$ cat config.mk
export PLATFORM = sky130hd
export DESIGN_NAME = k_group_stream_reverser
export DESIGN_NICKNAME = d
export VERILOG_FILES = /design/src/design/ksr_pkg.sv /design/src/design/k_group_stream_reverser.sv /design/src/design/ksr_ram.sv
export VERILOG_INCLUDE_DIRS = /design/src /design/src/design
export SDC_FILE = /design/constraint.sdc
export NUM_CORES = 1
export LEC_CHECK = 0
export ABC_AREA = 1
export BUFFER_PORTS_ARGS = -buffer_cell sky130_fd_sc_hd__buf_4
export CORE_MARGIN = 2
export CORE_UTILIZATION = 35
export DETAILED_ROUTE_END_ITERATION = 10
export SLEW_MARGIN = 10
export SYNTH_ARGS = -nofsm -noshare
export SYNTH_HDL_FRONTEND = slang
export SYNTH_HIERARCHICAL = 1
export SYNTH_SLANG_ARGS = --single-unit
$ cat constraint.sdc
create_clock -name clk -period 7.8 [get_ports clk]
set_input_delay 0.39 -clock clk [delete_from_list [all_inputs] [get_ports clk]]
set_output_delay 0.39 -clock clk [all_outputs]
set_load 0.01 [all_outputs]
$ cat src/design/k_group_stream_reverser_macros.svh
// assertion macros for the k-group stream reverser
// used by k_group_stream_reverser.sv, expects clk and rst in scope
`ifndef K_GROUP_STREAM_REVERSER_MACROS_SVH
`define K_GROUP_STREAM_REVERSER_MACROS_SVH

// same-cycle implication, disabled in reset
`define KSR_ASSERT_NOW(label, ante, cons, msg) \
  label: assert property (@(posedge clk) disable iff (rst) (ante) |-> (cons)) \
    else $error(msg);

// next-cycle implication, disabled in reset
`define KSR_ASSERT_NEXT(label, ante, cons, msg) \
  label: assert property (@(posedge clk) disable iff (rst) (ante) |=> (cons)) \
    else $error(msg);

`endif

$ cat src/design/ksr_pkg.sv
// shared widths, default group depth and reset value for the k-group stream reverser
// no dependencies
package ksr_pkg;

  localparam int DATA_W        = 32;
  localparam int CFG_W         = 5;
  localparam int MAX_GROUP_DEF = 16;

  localparam logic [CFG_W-1:0] GROUP_SIZE_RST = CFG_W'(2);

  typedef logic [DATA_W-1:0] data_t;
  typedef logic [CFG_W-1:0]  cfg_t;

endpackage

$ cat src/design/k_group_stream_reverser.sv
// k-group stream reverser top level: group buffer in one ram, emit sequencer
// depends on ksr_pkg, ksr_ram and k_group_stream_reverser_macros.svh
//
//  channel | handshake          | payload
//  --------+--------------------+-------------------------------------------
//  s_*     | s_tvalid/s_tready  | tdata value_in, tlast stream_last
//  m_*     | m_tvalid/m_tready  | tdata value_out, tlast run_last,
//          |                    | tuser stream_end
//  cfg_*   | cfg_valid/cfg_ready| cfg_data group_size
//
// an item that only buffers leaves the input open
// an item that closes a run of n values holds the input while all n are read back:
// each result needs one registered ram read and one output register slot
// output stalls hold the emit sequencer, the input stays closed until the run is issued
// synchronous active-high reset empties the group and sets group_size to 2, no sweep
`include "k_group_stream_reverser_macros.svh"

module k_group_stream_reverser #(
  parameter int MAX_GROUP = ksr_pkg::MAX_GROUP_DEF
) (
  input  logic                 clk,
  input  logic                 rst,
  input  logic                 s_tvalid,
  output logic                 s_tready,
  input  ksr_pkg::data_t       s_tdata,   // [31:0] value_in
  input  logic                 s_tlast,
  output logic                 m_tvalid,
  input  logic                 m_tready,
  output ksr_pkg::data_t       m_tdata,   // [31:0] value_out
  output logic                 m_tlast,
  output logic                 m_tuser,   // [0] stream_end
  input  logic                 cfg_valid,
  output logic                 cfg_ready,
  input  ksr_pkg::cfg_t        cfg_data
);
  import ksr_pkg::*;

  localparam int IDX_W = $clog2(MAX_GROUP);
  localparam int CNT_W = $clog2(MAX_GROUP + 1);
  localparam int CMP_W = (CNT_W > CFG_W) ? CNT_W : CFG_W;

  localparam logic ST_IDLE = 1'b0;
  localparam logic ST_EMIT = 1'b1;

  logic             state;
  cfg_t             group_size;
  logic [IDX_W-1:0] fill;
  logic [IDX_W-1:0] rd_idx;
  logic [CNT_W-1:0] remaining;
  logic             reverse;
  logic             end_flag;
  logic             pend;
  logic             pend_run_last;
  logic             pend_end;
  logic             out_valid;
  data_t            out_data;
  logic             out_run_last;
  logic             out_end;

  logic             in_fire;
  logic             cfg_fire;
  logic             rd_en;
  data_t            rd_data;
  logic [CMP_W-1:0] size_ext;
  logic [CMP_W-1:0] max_ext;
  logic [CMP_W-1:0] eff_size;
  logic [CMP_W-1:0] held;
  logic             full_group;

  assign in_fire   = s_tvalid && s_tready;
  assign cfg_fire  = cfg_valid && cfg_ready;
  assign s_tready  = (state == ST_IDLE);
  assign cfg_ready = 1'b1;

  // effective group size, clamped to 1..MAX_GROUP
  assign size_ext = CMP_W'(group_size);
  assign max_ext  = CMP_W'(MAX_GROUP);
  always_comb begin
    if (size_ext == '0) begin
      eff_size = CMP_W'(1);
    end else if (size_ext > max_ext) begin
      eff_size = max_ext;
    end else begin
      eff_size = size_ext;
    end
  end

  // count held after the incoming value is stored
  assign held       = CMP_W'(fill) + CMP_W'(1);
  assign full_group = (held >= eff_size);

  // read the next value while the output slot is free or draining
  assign rd_en = (state == ST_EMIT) && (remaining != '0) && !pend &&
                 (!out_valid || m_tready);

  ksr_ram #(
    .WIDTH (DATA_W),
    .DEPTH (MAX_GROUP)
  ) u_group_ram (
    .clk     (clk),
    .wr_en   (in_fire),
    .wr_addr (fill),
    .wr_data (s_tdata),
    .rd_en   (rd_en),
    .rd_addr (rd_idx),
    .rd_data (rd_data)
  );

  // configuration register
  always_ff @(posedge clk) begin
    if (rst) begin
      group_size <= GROUP_SIZE_RST;
    end else if (cfg_fire) begin
      group_size <= cfg_data;
    end
  end

  // buffering and emit sequencer
  always_ff @(posedge clk) begin
    if (rst) begin
      state     <= ST_IDLE;
      fill      <= '0;
      remaining <= '0;
      pend      <= 1'b0;
    end else begin
      unique case (state)
        ST_IDLE: begin
          if (in_fire) begin
            if (full_group || s_tlast) begin
              state     <= ST_EMIT;
              remaining <= CNT_W'(held);
              reverse   <= full_group;
              end_flag  <= s_tlast;
              rd_idx    <= full_group ? fill : '0;
              fill      <= '0;
            end else begin
              fill <= fill + IDX_W'(1);
            end
          end
        end
        ST_EMIT: begin
          if ((remaining == '0) && !pend) begin
            state <= ST_IDLE;
          end
        end
        default: begin
          state <= ST_IDLE;
        end
      endcase
      pend <= rd_en;
      if (rd_en) begin
        remaining     <= remaining - CNT_W'(1);
        rd_idx        <= reverse ? rd_idx - IDX_W'(1) : rd_idx + IDX_W'(1);
        pend_run_last <= (remaining == CNT_W'(1));
        pend_end      <= (remaining == CNT_W'(1)) && end_flag;
      end
    end
  end

  // output register
  always_ff @(posedge clk) begin
    if (rst) begin
      out_valid <= 1'b0;
    end else if (pend) begin
      out_valid <= 1'b1;
    end else if (m_tready) begin
      out_valid <= 1'b0;
    end
  end

  always_ff @(posedge clk) begin
    if (pend) begin
      out_data     <= rd_data;
      out_run_last <= pend_run_last;
      out_end      <= pend_end;
    end
  end

  assign m_tvalid = out_valid;
  assign m_tdata  = out_data;
  assign m_tlast  = out_run_last;
  assign m_tuser  = out_end;

  // checks
  `KSR_ASSERT_NOW(a_pend_slot_free, pend, !out_valid, "read data arrived with output slot full")
  `KSR_ASSERT_NOW(a_emit_fill_clear, state == ST_EMIT, fill == '0, "group not cleared while emitting")
  `KSR_ASSERT_NOW(a_idle_no_work, state == ST_IDLE, (remaining == '0) && !pend, "idle with run pending")
  `KSR_ASSERT_NEXT(a_last_then_idle, rd_en && (remaining == CNT_W'(1)), pend && pend_run_last, "run end lost")

endmodule

$ cat src/design/ksr_ram.sv
// generic single-write, single-read ram with registered read data
// no dependencies
module ksr_ram #(
  parameter int WIDTH = 32,
  parameter int DEPTH = 16
) (
  input  logic                     clk,
  input  logic                     wr_en,
  input  logic [$clog2(DEPTH)-1:0] wr_addr,
  input  logic [WIDTH-1:0]         wr_data,
  input  logic                     rd_en,
  input  logic [$clog2(DEPTH)-1:0] rd_addr,
  output logic [WIDTH-1:0]         rd_data
);

  logic [WIDTH-1:0] mem [DEPTH];

  // write port
  always_ff @(posedge clk) begin
    if (wr_en) begin
      mem[wr_addr] <= wr_data;
    end
  end

  // registered read port
  always_ff @(posedge clk) begin
    if (rd_en) begin
      rd_data <= mem[rd_addr];
    end
  end

endmodule

==> impl_metrics.yaml <==
routing:
  ant_nets: 0
  wl_met1_um: 24950
  drc: 0
  met3WireLength_um: 4081
  routed-wl-met2_um: 30290
  wire_per_inst_um: 17.78
  wirelength_um: 60720
  drtIter0Drc: 1197
  avgViaCountPerCell: 4.720
  num_vias: 16110
  highest_layer: "met5"
  drtPass1Iterations: 5
worst_hold_path:
  whs_endpoint: "u_group_ram/mem[10][9]$_DFFE_PP_"
  hold_path.class: "in -> reg"
  whs_path_depth: 1
  hp-start: "s_tdata[9]"
setup_path:
  rrSetupSlack_ns: 4.52
  timing.rr.start: "rd_idx[0]$_DFFE_PP_"
  worst_path_largest_cell_delay_ns: 1.05
  startpoint_type: "flop"
  cp_common_cell: "nand3_1"
  r2r_end: "u_group_ram/rd_data[11]$_DFFE_PP_"
  critPathKind: "reg -> reg"
  crit_path_end_kind: "flop"
  cp_slowest_cell: "buf_4"
  worstPathArrival_ns: 3.66
  required_ns: 8.19
  reg2reg_depth: 8
  path_max_fanout: 112
  crit_chain: "buf_4, inv_6, buf_4, nand2_1, nand3_1, nand3_1, nand3_1, nand2_1"
place:
  dp_slack_ns: 4.550
  port_buffers: 78
  dpl_cell_area_um2: 26940
  gp_congestion: 0.7387
  dp_hpwl_um: 28780
global_route:
  grt_pass1_vias: 15390
  grt.total_usage: 0.1592
  antenna_found_initial: 4
  grt_max_degree: 129
  grt_pass1_wl_um: 90870
  grt.overflow.total: 0
timing:
  drv_slew: 0
  rsz0062_at_grt: "no"
  fin_setup_tns_ns: 0
  fmax_mhz: 305.2
  fin_skew_ns: 0.02107
  hold_viol: 0
  period_minus_slack_ns: 3.276
  setup_viol: 0
  worst_pin_slew_ns: 1.267
  fin_crit_sh: 0.4200
  fin_ws_ns: 4.524
  relSlewSlack: 0.1555
clocking:
  cts_buffers: 59
  cts.clk_slew.worst_paths_ns: 0.06
  post_cts_buffers: 0
  cts_tree: "built"
  cts_root_buf: "clkbuf_16"
  clk_latency_ns: 0.63
  cts_htree_levels: 2
  cts_buffer_depth: 3
  clkSinkCount: 603
synth:
  yosys_most_used_dff: "edfxtp_1"
  synth.avg_cell_area_um2: 10.90
  ys_ff_latch: 603
  ys_warn_count: 6
  synth-edff-count: 586
  synth_cells: 2343
  yosysSeqAreaShare: 0.7022
  synthArstFlopShare: 0
  synth_fp_nets: 2397
  synth.cell_area_um2: 25550
  yosys.cell_types.count: 34
floorplanning:
  io_pins: 80
  fp.dieH_um: 274.2
  start_util: 0.3519
  core-area_um2: 72590
  fp.dieW_um: 274.2
  fp-row-count: 99
  dieArea_um2: 75160
cells_and_area:
  mostFrequentLayoutCells: "723 x nand2_1, 586 x edfxtp_1, 409 x inv_1"
  stdcell_area_um2: 28910
  fillers: 6875
  final_common_cell: "nand2_1"
  drive_above_1_share: 0.08965
  syn_to_final_growth_pct: 13.17
  nNetsFinal: 2464
pwr:
  power_density_nw_per_um2: 255.6
  p_leak_nw: 11.95
  max-vdd-ir-drop_v: 0.0001644
run_status:
  status: "completed"
job:
  max_cap_viol_count: 0
cell usage after synthesis (8+ instances only):
cell type	count	area share
ha_1	10	0.0049
clkbuf_1	9	0.0013
a21oi_1	8	0.0016
nand3_1	393	0.077
buf_4	11	0.0032
dfxtp_1	17	0.013
inv_1	411	0.060
buf_1	14	0.0021
buf_6	28	0.012
buf_2	45	0.0088
nand2_1	723	0.11
o21ai_0	13	0.0025
edfxtp_1	586	0.69
nor2_1	42	0.0062
metrics by stage:
step	hold slack [ns]	util	power [mW]	std cells
after floorplan	0.4003	-	4.383	2343
after global placement	0.4090	0.3711	4.623	3301
after detailed placement	0.4045	0.3711	4.647	3301
after CTS	0.03025	0.3982	7.459	3413
after global routing	0.05525	0.3983	7.671	3414
final	0.05009	0.3983	7.390	3414
routing by layer:
layer  vias to the layer above  track usage
li1                       7745            -
met1                      7735       0.1987
met2                       519       0.2776
met3                       108      0.03091
met4                         6      0.05049
met5                         -            0
repair_timing:
action,CTS,global route
hold endpoints to repair,9,0
gates resized for setup,0,0
hold buffers,7,0
power breakdown:
group | switching (mW) | internal (mW)
clock network | 1.19 | 1.62
logic | 0.610 | 0.240
registers | 0.0380 | 3.69
cell type report:
cell class / instances / area (um^2) / share of cell area
diodes: 1 / 2.502 / 0.00008656
clock buffers: 70 / 1560 / 0.05397
clock inverters: 35 / 337.8 / 0.01169
inverters: 414 / 1565 / 0.05414
multi-input cells: 1217 / 5425 / 0.1877
flip-flops and latches: 603 / 17940 / 0.6205
well taps: 959 / 1200 / 0.04150
repair buffers: 115 / 880.8 / 0.03047
worst max-delay path by stage:
stage                             start                                end  slack (ns)  cells after the start
finish              rd_idx[0]$_DFFE_PP_  u_group_ram/rd_data[11]$_DFFE_PP_        4.52                      8
detailed placement  rd_idx[0]$_DFFE_PP_  u_group_ram/rd_data[12]$_DFFE_PP_        4.55                      8
global route        rd_idx[0]$_DFFE_PP_  u_group_ram/rd_data[11]$_DFFE_PP_        4.30                      8
CTS                 rd_idx[0]$_DFFE_PP_  u_group_ram/rd_data[12]$_DFFE_PP_        4.54                      8
global placement    rd_idx[0]$_DFFE_PP_   u_group_ram/rd_data[8]$_DFFE_PP_        4.62                      8
floorplan              state$_SDFF_PP0_   u_group_ram/mem[12][0]$_DFFE_PP_        5.12                      5
critical path, delay by kind of cell (launching register included):
kind | cells | cell delay [ns]
buf+inv | 3 | 2.01
simple gates | 5 | 0.54
flops | 1 | 0.36
state kept, by name, summed over array words and instances (netlist names):
signal and count:
state 1, end_flag 1, group_size 5, reverse 1, pend 1, m_tdata 32
u_group_ram/mem 512, rd_idx 4, m_tvalid 1, u_group_ram/rd_data 32, pend_run_last 1, fill 4
m_tlast 1, remaining 5, pend_end 1, m_tuser 1
kinds of logic (layout without fill, tap and decap cells):
logic type / after synthesis / count (layout) / share of synthesized area
DFF: 603 / 603 / 0.7022
buffers and inverters: 523 / 634 / 0.09017
AOI/OAI and AO/OA: 25 / 25 / 0.005143
and+or+nand+nor: 1173 / 1173 / 0.1943
adders and majority gates: 11 / 11 / 0.005682
other: 1 / 2 / 0.0001468
xor gates and xnor gates: 7 / 7 / 0.002400
No activity file was read; power rests on OpenSTA's default activity.
